--- src/akrt_pkg.sv ---
package akrt_pkg;

  // per-key press phase
  typedef enum logic [1:0] {
    PH_REG_REL = 2'd0,
    PH_REG_PRS = 2'd1,
    PH_RPD_REL = 2'd2,
    PH_RPD_PRS = 2'd3
  } phase_e;

  // sequencer states
  typedef enum logic [2:0] {
    S_IDLE,
    S_MUL,
    S_DIV,
    S_CAL,
    S_ADV
  } seq_state_e;

  // configuration register indexes
  typedef enum logic [2:0] {
    CFG_KEY_MODE       = 3'd0,
    CFG_ACTUATION      = 3'd1,
    CFG_HYSTERESIS     = 3'd2,
    CFG_SENSITIVITY    = 3'd3,
    CFG_ZERO_JITTER    = 3'd4,
    CFG_FULL_JITTER    = 3'd5,
    CFG_RELEASE_SETTLE = 3'd6,
    CFG_BOTTOM_ZONE    = 3'd7
  } cfg_index_e;

  // travel margin added before comparing against the bottom zone
  localparam logic [8:0] BOTTOM_MARGIN = 9'd10;

  // stream widths
  localparam int unsigned IN_DATA_W  = 56;
  localparam int unsigned OUT_DATA_W = 24;
  localparam int unsigned QUOT_W     = 8;

endpackage

--- src/akrt_div.sv ---
module akrt_div import akrt_pkg::*; #(
  parameter int unsigned ADC_BITS = 12
) (
  input  logic                       clk_i,
  input  logic                       rst_ni,
  input  logic                       start_i,
  input  logic [ADC_BITS+QUOT_W-1:0] dividend_i,
  input  logic [ADC_BITS-1:0]        divisor_i,
  output logic                       done_o,
  output logic [QUOT_W-1:0]          quotient_o
);

  logic                busy_q, busy_d;
  logic [2:0]          cnt_q, cnt_d;
  logic [ADC_BITS-1:0] rem_q, rem_d;
  logic [QUOT_W-1:0]   lo_q, lo_d;
  logic [ADC_BITS-1:0] dvs_q, dvs_d;
  logic [ADC_BITS:0]   cand;
  logic [ADC_BITS:0]   diff;

  // one quotient bit per cycle, restoring form
  always_comb begin
    cand   = {rem_q, lo_q[QUOT_W-1]};
    diff   = cand - {1'b0, dvs_q};
    busy_d = busy_q;
    cnt_d  = cnt_q;
    rem_d  = rem_q;
    lo_d   = lo_q;
    dvs_d  = dvs_q;
    if (start_i) begin
      busy_d = 1'b1;
      cnt_d  = '0;
      rem_d  = dividend_i[ADC_BITS+QUOT_W-1:QUOT_W];
      lo_d   = dividend_i[QUOT_W-1:0];
      dvs_d  = divisor_i;
    end else if (busy_q) begin
      if (cand >= {1'b0, dvs_q}) begin
        rem_d = diff[ADC_BITS-1:0];
        lo_d  = {lo_q[QUOT_W-2:0], 1'b1};
      end else begin
        rem_d = cand[ADC_BITS-1:0];
        lo_d  = {lo_q[QUOT_W-2:0], 1'b0};
      end
      cnt_d = cnt_q + 3'd1;
      if (cnt_q == 3'd7) busy_d = 1'b0;
    end
  end

  always_ff @(posedge clk_i or negedge rst_ni) begin
    if (!rst_ni) begin
      busy_q <= 1'b0;
      cnt_q  <= '0;
    end else begin
      busy_q <= busy_d;
      cnt_q  <= cnt_d;
    end
  end

  always_ff @(posedge clk_i) begin
    rem_q <= rem_d;
    lo_q  <= lo_d;
    dvs_q <= dvs_d;
  end

  assign done_o     = busy_q && !busy_d;
  assign quotient_o = lo_d;

endmodule

--- config.mk ---
export PLATFORM = sky130hd
export DESIGN_NAME = akrt_div
export DESIGN_NICKNAME = d
export VERILOG_FILES = /design/src/akrt_pkg.sv /design/src/akrt_div.sv
export SDC_FILE = /design/constraint.sdc
export NUM_CORES = 1
export LEC_CHECK = 0
export BUFFER_PORTS_ARGS = -buffer_cell sky130_fd_sc_hd__buf_2
export CAP_MARGIN = 20
export CORE_ASPECT_RATIO = 0.6
export CORE_MARGIN = 2
export CORE_UTILIZATION = 50
export DETAILED_ROUTE_END_ITERATION = 7
export GPL_TIMING_DRIVEN = 0
export HOLD_SLACK_MARGIN = 0.08
export PLACE_DENSITY_LB_ADDON = 0.15
export REMOVE_ABC_BUFFERS = 1
export SETUP_SLACK_MARGIN = 0.2
export SYNTH_ARGS = -nofsm -noshare
export SYNTH_HDL_FRONTEND = slang
export SYNTH_SLANG_ARGS = --single-unit
--- constraint.sdc ---
create_clock -name clk_i -period 2.7 [get_ports clk_i]
set_input_delay 0.27 -clock clk_i [delete_from_list [all_inputs] [get_ports clk_i]]
set_output_delay 0.27 -clock clk_i [all_outputs]
set_load 0.01 [all_outputs]
Word level (Yosys, flattened, before mapping)

Cells that the tools add are included.

Muxes and demuxes: 11
Equality and inequality tests: 1
$lt $le $gt $ge: 1
Reduce and logical (&&, ||, !) cells: 3
$add $sub $neg: 2

Operators by type and width:

| kind                | number |
|---|---|
| $mux 12             | 3 |
| $mux 8              | 2 |
| $ge 13x12->1        | 1 |
| $sub 12x12->12      | 1 |
| $mux 3              | 2 |
| $mux 1              | 4 |
| $add 3x1->3 const B | 1 |
| $eq 3x3->1 const B  | 1 |
| $reduce_bool 2->1   | 1 |
| $logic_and 1x1->1   | 1 |
| $logic_not 1->1     | 1 |

Input port bits: 35
Flip-flop bits (word level): 36

Longest topological paths before layout

Gate-level depths: netlist (run 1).

Word-level depth: 6
Depth in mapped cells: 10

Worst setup path before layout (run 1)

No wires, ideal clock.

Path type: flip-flop to flip-flop
Start: reg lo_q[7]
End: reg rem_q[8], data pin
Arrival time: 2.099 ns
Setup slack: 0.332 ns
Stages on the path, launching flop included: 11
Buffers on the path: 0
Clock period less this slack: 2.368 ns
Required time: 2.431 ns
Cells stage by stage: dfxtp_1 > inv_1 > ha_1 > inv_1 > fa_1 > a21o_1 > a311o_1 > a31o_1 > a21oi_1 > xor2_1 > o31ai_1

Cells in the longest elaborated chain, start to end: 4

Ends and longest elaborated chain:

| what                                                  | line                           | RTL |
|---|---|---|
| start: declaration                                    | akrt_div.sv:16                 | `logic [QUOT_W-1:0] lo_q, lo_d;` |
| start signal: assignment                              | akrt_div.sv:61                 | `lo_q <= lo_d;` |
| $sub 12x12->12 / $ge 13x12->1 (equally long branches) | akrt_div.sv:24, akrt_div.sv:37 |  |
| $mux 12 *                                             | akrt_div.sv:37                 | `if (cand >= {1'b0, dvs_q}) begin` |
| $mux 12 *                                             | akrt_div.sv:36                 | `end else if (busy_q) begin` |
| $mux 12 *                                             | akrt_div.sv:30                 | `if (start_i) begin` |
| via rem_d[8]                                          | akrt_div.sv:15                 | `logic [ADC_BITS-1:0] rem_q, rem_d;` |
| end signal: assignment                                | akrt_div.sv:60                 | `rem_q <= rem_d;` |
| end: declaration                                      | akrt_div.sv:15                 |  |

Mark *: on every way through the listed nets, which the timed path passes. The rest lies on a longest branch. The select of a mux whose other input is x is not followed.
A chain may end at the register's enable or synchronous reset.

Worst setup path after layout (run 1)

Start: reg dvs_q[0]
End: reg rem_q[8], data pin

Cells in the longest elaborated chain, start to end: 4

Ends and longest elaborated chain:

| what                                                  | line                           | RTL |
|---|---|---|
| start: declaration                                    | akrt_div.sv:17                 | `logic [ADC_BITS-1:0] dvs_q, dvs_d;` |
| start signal: assignment                              | akrt_div.sv:62                 | `dvs_q <= dvs_d;` |
| $sub 12x12->12 / $ge 13x12->1 (equally long branches) | akrt_div.sv:24, akrt_div.sv:37 |  |
| $mux 12 *                                             | akrt_div.sv:37                 |  |
| $mux 12 *                                             | akrt_div.sv:36                 |  |
| $mux 12 *                                             | akrt_div.sv:30                 |  |
| via rem_d[8]                                          | akrt_div.sv:15                 |  |

Marked as above.

==> impl_metrics.tcl, run 1 <==
set metrics [dict create \
    final_max_slew_viol_count 0 \
    place.port_buffers 43 \
    layout_commonest_cell "buf_2" \
    netlist_area_mm2 0.00218 \
    hpwl_mm 3.04 \
    die_y_um 55.1 \
    fin_crit_sh_pct 90.2 \
    synth-simple-area-share_pct 14.5 \
    p_per_area_mw_per_mm2 940 \
    status "finished clean" \
    synth-seq-cells 36 \
    drt_first_pass_iters 4 \
    drt_iter0_drc 108 \
    reg2reg_slack_ns 0.26 \
    grt_pass1_vias 1552 \
    fin_worst_skew_ns 0.00564 \
    fin_ws_ns 0.264 \
    cts_buffer_depth 2 \
    required_ns 2.73 \
    clock_sinks 36 \
    via_per_inst 5.42 \
    cp_max_fo 3 \
    report.power.total_w 0.00251 \
    synth-compound-area-share_pct 17.5 \
    synth_top_family_by_area "compound AO/OA/AOI/OAI gates" \
    setup_viol 0 \
    hold_slack_ns 0.148 \
    cts-buffers-inserted 5 \
    fmax_mhz 411 \
    routed_wl_mm 4.80 \
    end_kind "flop" \
    clk_latency_ns 0.29 \
    fin_crit_ns 2.44 \
    final_cell_mix "buf_2 (43), edfxtp_1 (24), nand2_1 (20)" \
    dieArea_mm2 0.00491 \
    synth_fa_ha_area_share_pct 8.97 \
    nets 307 \
    yosys_warnings 0 \
    yosysSeqAreaShare_pct 45.1 \
    diodes 0 \
    hold_path_class "input port to flop" \
    clk_pin_slew_ns 0.07 \
    htreeDepth 2 \
    synth_xor_area_share_pct 4.03 \
    overflow 0 \
    drcViolationCount 0 \
    synth.distinct_cells 42 \
    hold_viol_final 0 \
    drive_above_1_share_pct 29.1 \
    met2_usage_pct 28.8 \
    antenna_found_initial 0 \
    grt_usage_pct 20.8 \
    grt_pass1_wl_mm 7.42 \
    path_class "flop to flop" \
    ant_nets 0 \
    use_met1_pct 31.3 \
    cp-start-kind "flop" \
    std_cell_rows 18 \
    pre_cts_ws_ns -0.0161 \
    grt_start_max_net_pins 69 \
    worst_slew_pin_slew_ns 0.670 \
    syn_to_final_growth_pct 22.8 \
    ios 44 \
    start_util_pct 52.5 \
    avgSynthCellArea_um2 10.2 \
    cts_tree "yes" \
    ir_drop_v 0.000478 \
    vias 1724 \
    critical_path_arrival_ns 2.47 \
    async_reset_ff_share_pct 11.1 \
    wl_per_cell_um 15.1 \
    synthCells 213 \
    gp_congestion 0.832 \
    synth_edf_count 24 \
    slew_headroom_pct 55.4 \
    grt-busiest-layer "met1" \
    synthMuxAreaShare_pct 4.60 \
    gr-usage-met3_pct 5.79 \
    core_area_mm2 0.00414 \
    ys.flop_type "edfxtp_1" \
    rsz0062_at_grt "yes" \
    p_leak_nw 1.19 \
    die_w_um 89.2 \
    clock-root-buffer "clkbuf_8" \
    maxCapViolCount 0 \
]
## synthesized netlist by cell type (6+ instances only)
cell type / n / share of area, %
o21ai_0: 9 / 2.1
mux2i_1: 10 / 4.6
dfxtp_1: 8 / 7.4
a21o_1: 6 / 2.1
edfxtp_1: 24 / 33
nor2b_1: 6 / 1.7
o31ai_1: 6 / 2.1
nand4b_1: 6 / 2.4
nor2_1: 9 / 1.6
clkbuf_1: 7 / 1.2
inv_1: 17 / 2.9
nand2_1: 20 / 3.5
a21oi_1: 13 / 3.0
ha_1: 14 / 8.1
o311ai_0: 6 / 2.4
## area by class of cell
type | count | area (µm²)
multi-input combinational | 149 | 1190
fill | 374 | 1470
sequential | 36 | 981
tap | 60 | 75.1
inverter | 17 | 63.8
clock buffer | 8 | 90.1
timing repair buffer | 48 | 268
## state kept, by name (all words and copies together), names as in the netlist
| name | cells |
|---|---|
| rem_q | 12 |
| busy_q | 1 |
| lo_q | 8 |
| dvs_q | 12 |
| cnt_q | 3 |
## what timing repair did
item / CTS / global route
hold endpoints to repair: 4 / 0
setup endpoints to repair: 5 / 4
setup buffers: 3 / 0
gates resized for setup: 13 / 9
hold buffers: 1 / 0
pin swaps: 5 / 6
## logic make-up (layout without fill, tap and decap cells)
| logic type | Yosys count | count (layout) |
|---|---|---|
| adders and majority gates | 15 | 15 |
| xor gates and xnor gates | 10 | 10 |
| muxes | 10 | 10 |
| buffers and inverters | 28 | 73 |
| and+or+nand+nor | 60 | 60 |
| DFF | 36 | 36 |
| AOI/OAI and AO/OA | 54 | 54 |
## power by group
group / internal, W / switching, W
logic: 0.000576 / 0.000701
clock network: 0.000208 / 0.000193
registers: 0.000748 / 0.0000856
## through the flow
step | std cells | utilization, % | TNS [ns] | instance area, µm²
3_3_place_gp | 305 | 58.3 | 0 | 2410
4_1_cts | 317 | 62.2 | 0 | 2580
2_1_floorplan | 202 | - | 0 | 2120
6_report | 318 | 64.5 | 0 | 2670
3_5_place_dp | 305 | 58.3 | -0.0161 | 2410
5_1_grt | 318 | 64.5 | 0 | 2670
## critical path: stages (launching register included)
cell and delay [ns]:
edfxtp_1 0.38, ha_4 0.16, inv_1 0.05, fa_2 0.36
a21o_1 0.18, a311o_1 0.34, a31o_1 0.26, a21oi_2 0.16
xor2_1 0.20, o31ai_1 0.09
## routing by layer
layer  vias to the layer above  share of wire, %
met5                         -                 0
met4                         0               1.0
met3                         6               6.3
met2                        51                41
met1                       793                52
li1                        874                 -
## path summary, 6_finish.rpt
kind,start,cells past startpoint,endpoint
min in group asynchronous,rst_ni,2,cnt_q[2]
worst max-delay path,dvs_q[0],9,rem_q[8]
worst max register to register,dvs_q[0],9,rem_q[8]
worst min register to register,cnt_q[2],2,cnt_q[2]
max in group asynchronous,rst_ni,2,cnt_q[0]
worst min-delay path,divisor_i[10],1,dvs_q[10]
(Power assumes the default switching activity.)
==> run 2: changes to the inputs <==
==> constraint.sdc (replaced) <==
create_clock -name clk_i -period 2.8 [get_ports clk_i]
set_input_delay 0.28 -clock clk_i [delete_from_list [all_inputs] [get_ports clk_i]]
set_output_delay 0.28 -clock clk_i [all_outputs]
set_load 0.1 [all_outputs]
==> run 2 against run 1 <==
  * Sequential power shrank 3.7%
  * Clock-buffer cell count unchanged
  * Worst setup slack got worse by 0.0013 ns
  * Clock power is 4% lower
  * Critical path type is now flop to output port
  * Highest routed layer unchanged
==> impl_metrics.tcl, run 2 (synthesized netlist as in run 1, its figures left out) <==
set metrics [dict create \
    critical_path_arrival_ns 2.26 \
    power_frac_clock_pct 15.3 \
    clock-root-buffer "clkbuf_8" \
    cts_buffer_depth 2 \
    overflow 0 \
    ios 44 \
    fin_crit_sh_pct 90.6 \
    hpwl_mm 3.04 \
    utilization_pct 64.6 \
    clk_latency_ns 0.29 \
    clk_pin_slew_ns 0.07 \
    end_kind "output port" \
    required_ns 2.52 \
    p_leak_nw 1.20 \
    ant_nets 0 \
    grt_usage_pct 20.4 \
    hold_viol_final 0 \
    hold_path_class "input port to flop" \
    routed_wl_mm 4.66 \
    htreeDepth 2 \
    gp_congestion 0.832 \
    grt_pass1_wl_mm 7.29 \
    antenna_found_initial 0 \
    fin_crit_ns 2.54 \
    die_y_um 55.1 \
    drcViolationCount 0 \
    setup_viol 0 \
    die_w_um 89.2 \
    fill_cells 377 \
    fin_worst_skew_ns 0.00628 \
    place.port_buffers 43 \
    core_area_mm2 0.00414 \
    path_cells "ha_4 -> a21oi_1 -> o21ai_2 -> nand2_1 -> and2_4 -> a311oi_2 -> a21o_1 -> buf_12" \
    p_per_area_mw_per_mm2 942 \
    fmax_mhz 394 \
    dr_wl_met2_mm 1.84 \
    start_util_pct 52.5 \
    met3_length_um 227 \
    diodes 0 \
    worst_slew_pin_slew_ns 0.666 \
    ir_drop_v 0.000507 \
    layout_commonest_cell "buf_2" \
    grt_pass1_vias 1522 \
    slowest_delay_ns 0.44 \
    wl_met1_mm 2.55 \
    final_max_slew_viol_count 0 \
    via_per_inst 5.41 \
    cts-buffers-inserted 5 \
    p_seq_share_pct 31.9 \
    fin_setup_tns_ns 0 \
    place_area_mm2 0.00241 \
    vias 1714 \
    slew_headroom_pct 55.6 \
    cp_max_fo 5 \
    wl_per_cell_um 14.7 \
    pwr-share-comb_pct 52.9 \
    drive_above_1_share_pct 28.8 \
    cts_tree "yes" \
    final_cell_mix "buf_2 (42), edfxtp_1 (24), nand2_1 (20)" \
    routed.top_layer "met4" \
    grt_start_max_net_pins 69 \
    power.internal_w 0.00148 \
    nets 306 \
    rsz0062_at_grt "no" \
    drt_first_pass_iters 4 \
    drt_iter0_drc 111 \
    syn_to_final_growth_pct 22.9 \
    maxCapViolCount 0 \
    sw_frac_of_total_pct 41.2 \
    reg_top3 "dvs_q (12), rem_q (12), lo_q (8)" \
    clock_sinks 36 \
    switchingPower_w 0.00104 \
    crit_path_top_delay_cell "edfxtp_1" \
    final_cell_area_mm2 0.00268 \
    hold_slack_ns 0.158 \
    std_cell_rows 18 \
    cp-start-kind "flop" \
    path_class "flop to output port" \
    dieArea_mm2 0.00491 \
    status "finished clean" \
]
-- run 2: cell types whose count changed in the layout (fill, tap and decap cells not counted), sizes merged --
| cell | before | now |
|---|---|---|
| buf | 47 | 46 |
-- run 2: worst paths after layout --
path / slack (ns) / from / end / depth (start not counted)
setup reg to reg: 0.35 / dvs_q[0] / rem_q[8] / 9
hold reg to reg: 0.53 / cnt_q[2] / cnt_q[2] / 2
max in group asynchronous: 2.35 / rst_ni / cnt_q[1] / 2
hold / removal: 0.16 / divisor_i[9] / dvs_q[9] / 1
setup / recovery: 0.26 / rem_q[5] / quotient_o[0] / 8
min in group asynchronous: 0.33 / rst_ni / busy_q / 2
-- run 2: metrics by stage --
stage                     power (W)  worst slack [ns]  instances
final                       0.00252             0.263        317
after global routing        0.00269             0.197        317
after detailed placement    0.00194            -0.131        305
after CTS                   0.00242             0.207        316
after floorplan             0.00169            -0.494        202
after global placement      0.00192            -0.166        305
-- run 2: per-layer routing --
| layer | up-vias | track usage [%] |
|---|---|---|
| met4 | 0 | 6.22 |
| met1 | 799 | 31.0 |
| li1 | 871 | - |
| met5 | - | 0 |
| met3 | 5 | 5.79 |
| met2 | 39 | 27.8 |
-- run 2: repair_timing --
item | CTS | global route
endpoints found under the hold margin | 4 | 0
endpoints found under the setup margin | 3 | 3
pin swaps | 2 | 6
hold buffers | 1 | 0
cloned | 0 | 0
buffers inserted | 2 | 0
gates resized for setup | 13 | 13
-- run 2: area by class of cell --
class                      instances  area [µm²]  area share (%)
timing repair buffer              47         275            10.3
clock buffer                       8        90.1            3.37
sequential                        36         981            36.7
multi-input combinational        149        1190            44.5
tap                               60        75.1            2.81
inverter                          17        63.8            2.39
-- run 2: power by group through the flow --
stage / combinational [W] / clock, W / sequential [W]
finish: 0.00133 / 0.000385 / 0.000803
CTS: 0.00124 / 0.000397 / 0.000786
global route: 0.00147 / 0.000410 / 0.000818
global placement: 0.00113 / 0 / 0.000790
floorplan: 0.000913 / 0 / 0.000775
detailed placement: 0.00115 / 0 / 0.000795
-- run 2: critical path, delay by kind of cell (launching register included) --
kind,cells,cell delay (ns)
AO/OA/AOI/OAI,4,0.74
flip-flops,1,0.44
adder cells (fa/ha/maj),1,0.32
AND/OR/NAND/NOR,2,0.28
buffers and inverters,1,0.18
==> run 3: changes to the inputs <==
GPL_TIMING_DRIVEN = unset   (was 0)
==> run 3 against run 2 <==
  * Maximum frequency rose by 0.15%
  * Worst setup slack better by 0.0039 ns
  * Via count increased by 1.1%
  * Utilization rose by 0.88 points
==> impl_metrics.tcl, run 3 (synthesized netlist as in run 1, its figures left out) <==
set metrics [dict create \
    status "finished clean" \
    final_cell_area_mm2 0.00271 \
    clock_sinks 36 \
    dp_cells 309 \
    maxCapViolCount 0 \
    cts_tree "yes" \
    end_kind "output port" \
    routed_wl_mm 4.82 \
    min_from "divisor_i[3]" \
    gp_congestion 0.904 \
    drcViolationCount 0 \
    ir_drop_v 0.000497 \
    clock-root-buffer "clkbuf_8" \
    cp-start-kind "flop" \
    htreeDepth 2 \
    overflow 0 \
    std_cell_rows 18 \
    die_y_um 55.1 \
    cp_max_fo 7 \
    nets 310 \
    p_per_area_mw_per_mm2 946 \
    die_w_um 89.2 \
    whs_endpoint "dvs_q[3]" \
    drt_first_pass_iters 4 \
    grt_pass1_vias 1498 \
    wl_per_cell_um 15.0 \
    fin_crit_ns 2.53 \
    ios 44 \
    slowest_delay_ns 0.43 \
    required_ns 2.52 \
    core_area_mm2 0.00414 \
    pre_cts_ws_ns 0.270 \
    antenna_found_initial 0 \
    slew_headroom_pct 53.2 \
    grt_usage_pct 20.9 \
    fin_worst_skew_ns 0.00958 \
    r2r_start "lo_q[7]" \
    seqCellArea_um2 981 \
    hpwl_mm 3.30 \
    start_util_pct 52.5 \
    path_class "flop to output port" \
    vias 1732 \
    hold_path_class "input port to flop" \
    cts-buffers-inserted 5 \
    reg2reg_slack_ns 0.32 \
    fill_cells 354 \
    reg2reg_to "rem_q[8]" \
    syn_to_final_growth_pct 24.6 \
    drt_iter0_drc 78 \
    via_per_inst 5.40 \
    fin_ws_ns 0.267 \
    p_leak_nw 1.21 \
    rsz0062_at_grt "no" \
    final_cell_mix "buf_2 (42), edfxtp_1 (24), nand2_1 (20)" \
    holdPathStages 1 \
    ant_nets 0 \
    hold_viol_final 0 \
    clk_latency_ns 0.30 \
    stdcell_count 321 \
    cts_buffer_depth 2 \
    hold_slack_ns 0.159 \
    report.power.total_w 0.00257 \
    drive_above_1_share_pct 30.7 \
    grt_pass1_wl_mm 7.42 \
    final_max_slew_viol_count 0 \
    dieArea_mm2 0.00491 \
    layout_commonest_cell "buf_2" \
    clk_pin_slew_ns 0.07 \
    multi_input_area_mm2 0.00120 \
    fin_crit_sh_pct 90.5 \
    ff2ff_path_depth 10 \
    fmax_mhz 395 \
    critical_path_arrival_ns 2.25 \
    place.port_buffers 43 \
    setup_viol 0 \
    reg_top3 "dvs_q (12), rem_q (12), lo_q (8)" \
    worst_slew_pin_slew_ns 0.702 \
    crit_path_top_delay_cell "edfxtp_1" \
    path_cells "ha_4 -> a21oi_1 -> a21oi_2 -> nand3_4 -> a311oi_2 -> a21o_1 -> buf_12" \
    grt_start_max_net_pins 41 \
    diodes 0 \
    place_area_mm2 0.00247 \
]
run 3: stage by stage:
| step | util, % | TNS (ns) |
|---|---|---|
| final | 65.4 | 0 |
| after global routing | 65.4 | 0 |
| after CTS | 63.3 | 0 |
| after detailed placement | 59.7 | 0 |
| after global placement | 59.7 | 0 |
| after floorplan | - | -6.40 |
run 3: cell type report:
| cell class | instances | share of cell area, % |
|---|---|---|
| clock buffers | 6 | 2.68 |
| flip-flops and latches | 36 | 36.2 |
| inverters | 17 | 2.35 |
| repair buffers | 51 | 11.3 |
| multi-input cells | 149 | 44.3 |
| clock inverters | 2 | 0.415 |
| well taps | 60 | 2.77 |
run 3: power by group:
part | switching, W | internal, W | total [W]
clock | 0.000193 | 0.000175 | 0.000367
combinational | 0.000793 | 0.000600 | 0.00139
sequential | 0.0000838 | 0.000722 | 0.000806
total | 0.00107 | 0.00150 | 0.00257
run 3: timing repair:
action / CTS / global route
gates resized for setup: 10 / 14
gates cloned: 0 / 0
endpoints found under the setup margin: 1 / 3
hold buffers: 1 / 0
buffers inserted: 1 / 2
pin swaps: 1 / 10
hold endpoints to repair: 4 / 0
run 3: worst max path at each step:
stage / start / to / cells after the start
2_1_floorplan: busy_q / lo_q[1] / 2
3_3_place_gp: lo_q[7] / rem_q[8] / 10
3_5_place_dp: lo_q[7] / rem_q[8] / 10
4_1_cts: dvs_q[0] / quotient_o[0] / 8
5_1_grt: rem_q[3] / quotient_o[0] / 7
6_report: rem_q[3] / quotient_o[0] / 7
run 3: worst max-delay path: cells and delay by family, from the launching register on:
| kind | cells | cell delay, ns |
|---|---|---|
| compound gates | 4 | 0.88 |
| fa+ha+maj | 1 | 0.33 |
| buf+inv | 1 | 0.19 |
| flops | 1 | 0.43 |
| simple gates | 1 | 0.12 |
run 3: per-layer routing:
metal | track usage (%) | part of all wire [%] | up-vias
li1 | - | - | 884
met1 | 32.4 | 54 | 794
met2 | 27.7 | 39 | 49
met3 | 5.34 | 6.2 | 5
met4 | 6.72 | 0.79 | 0
met5 | 0 | 0 | -
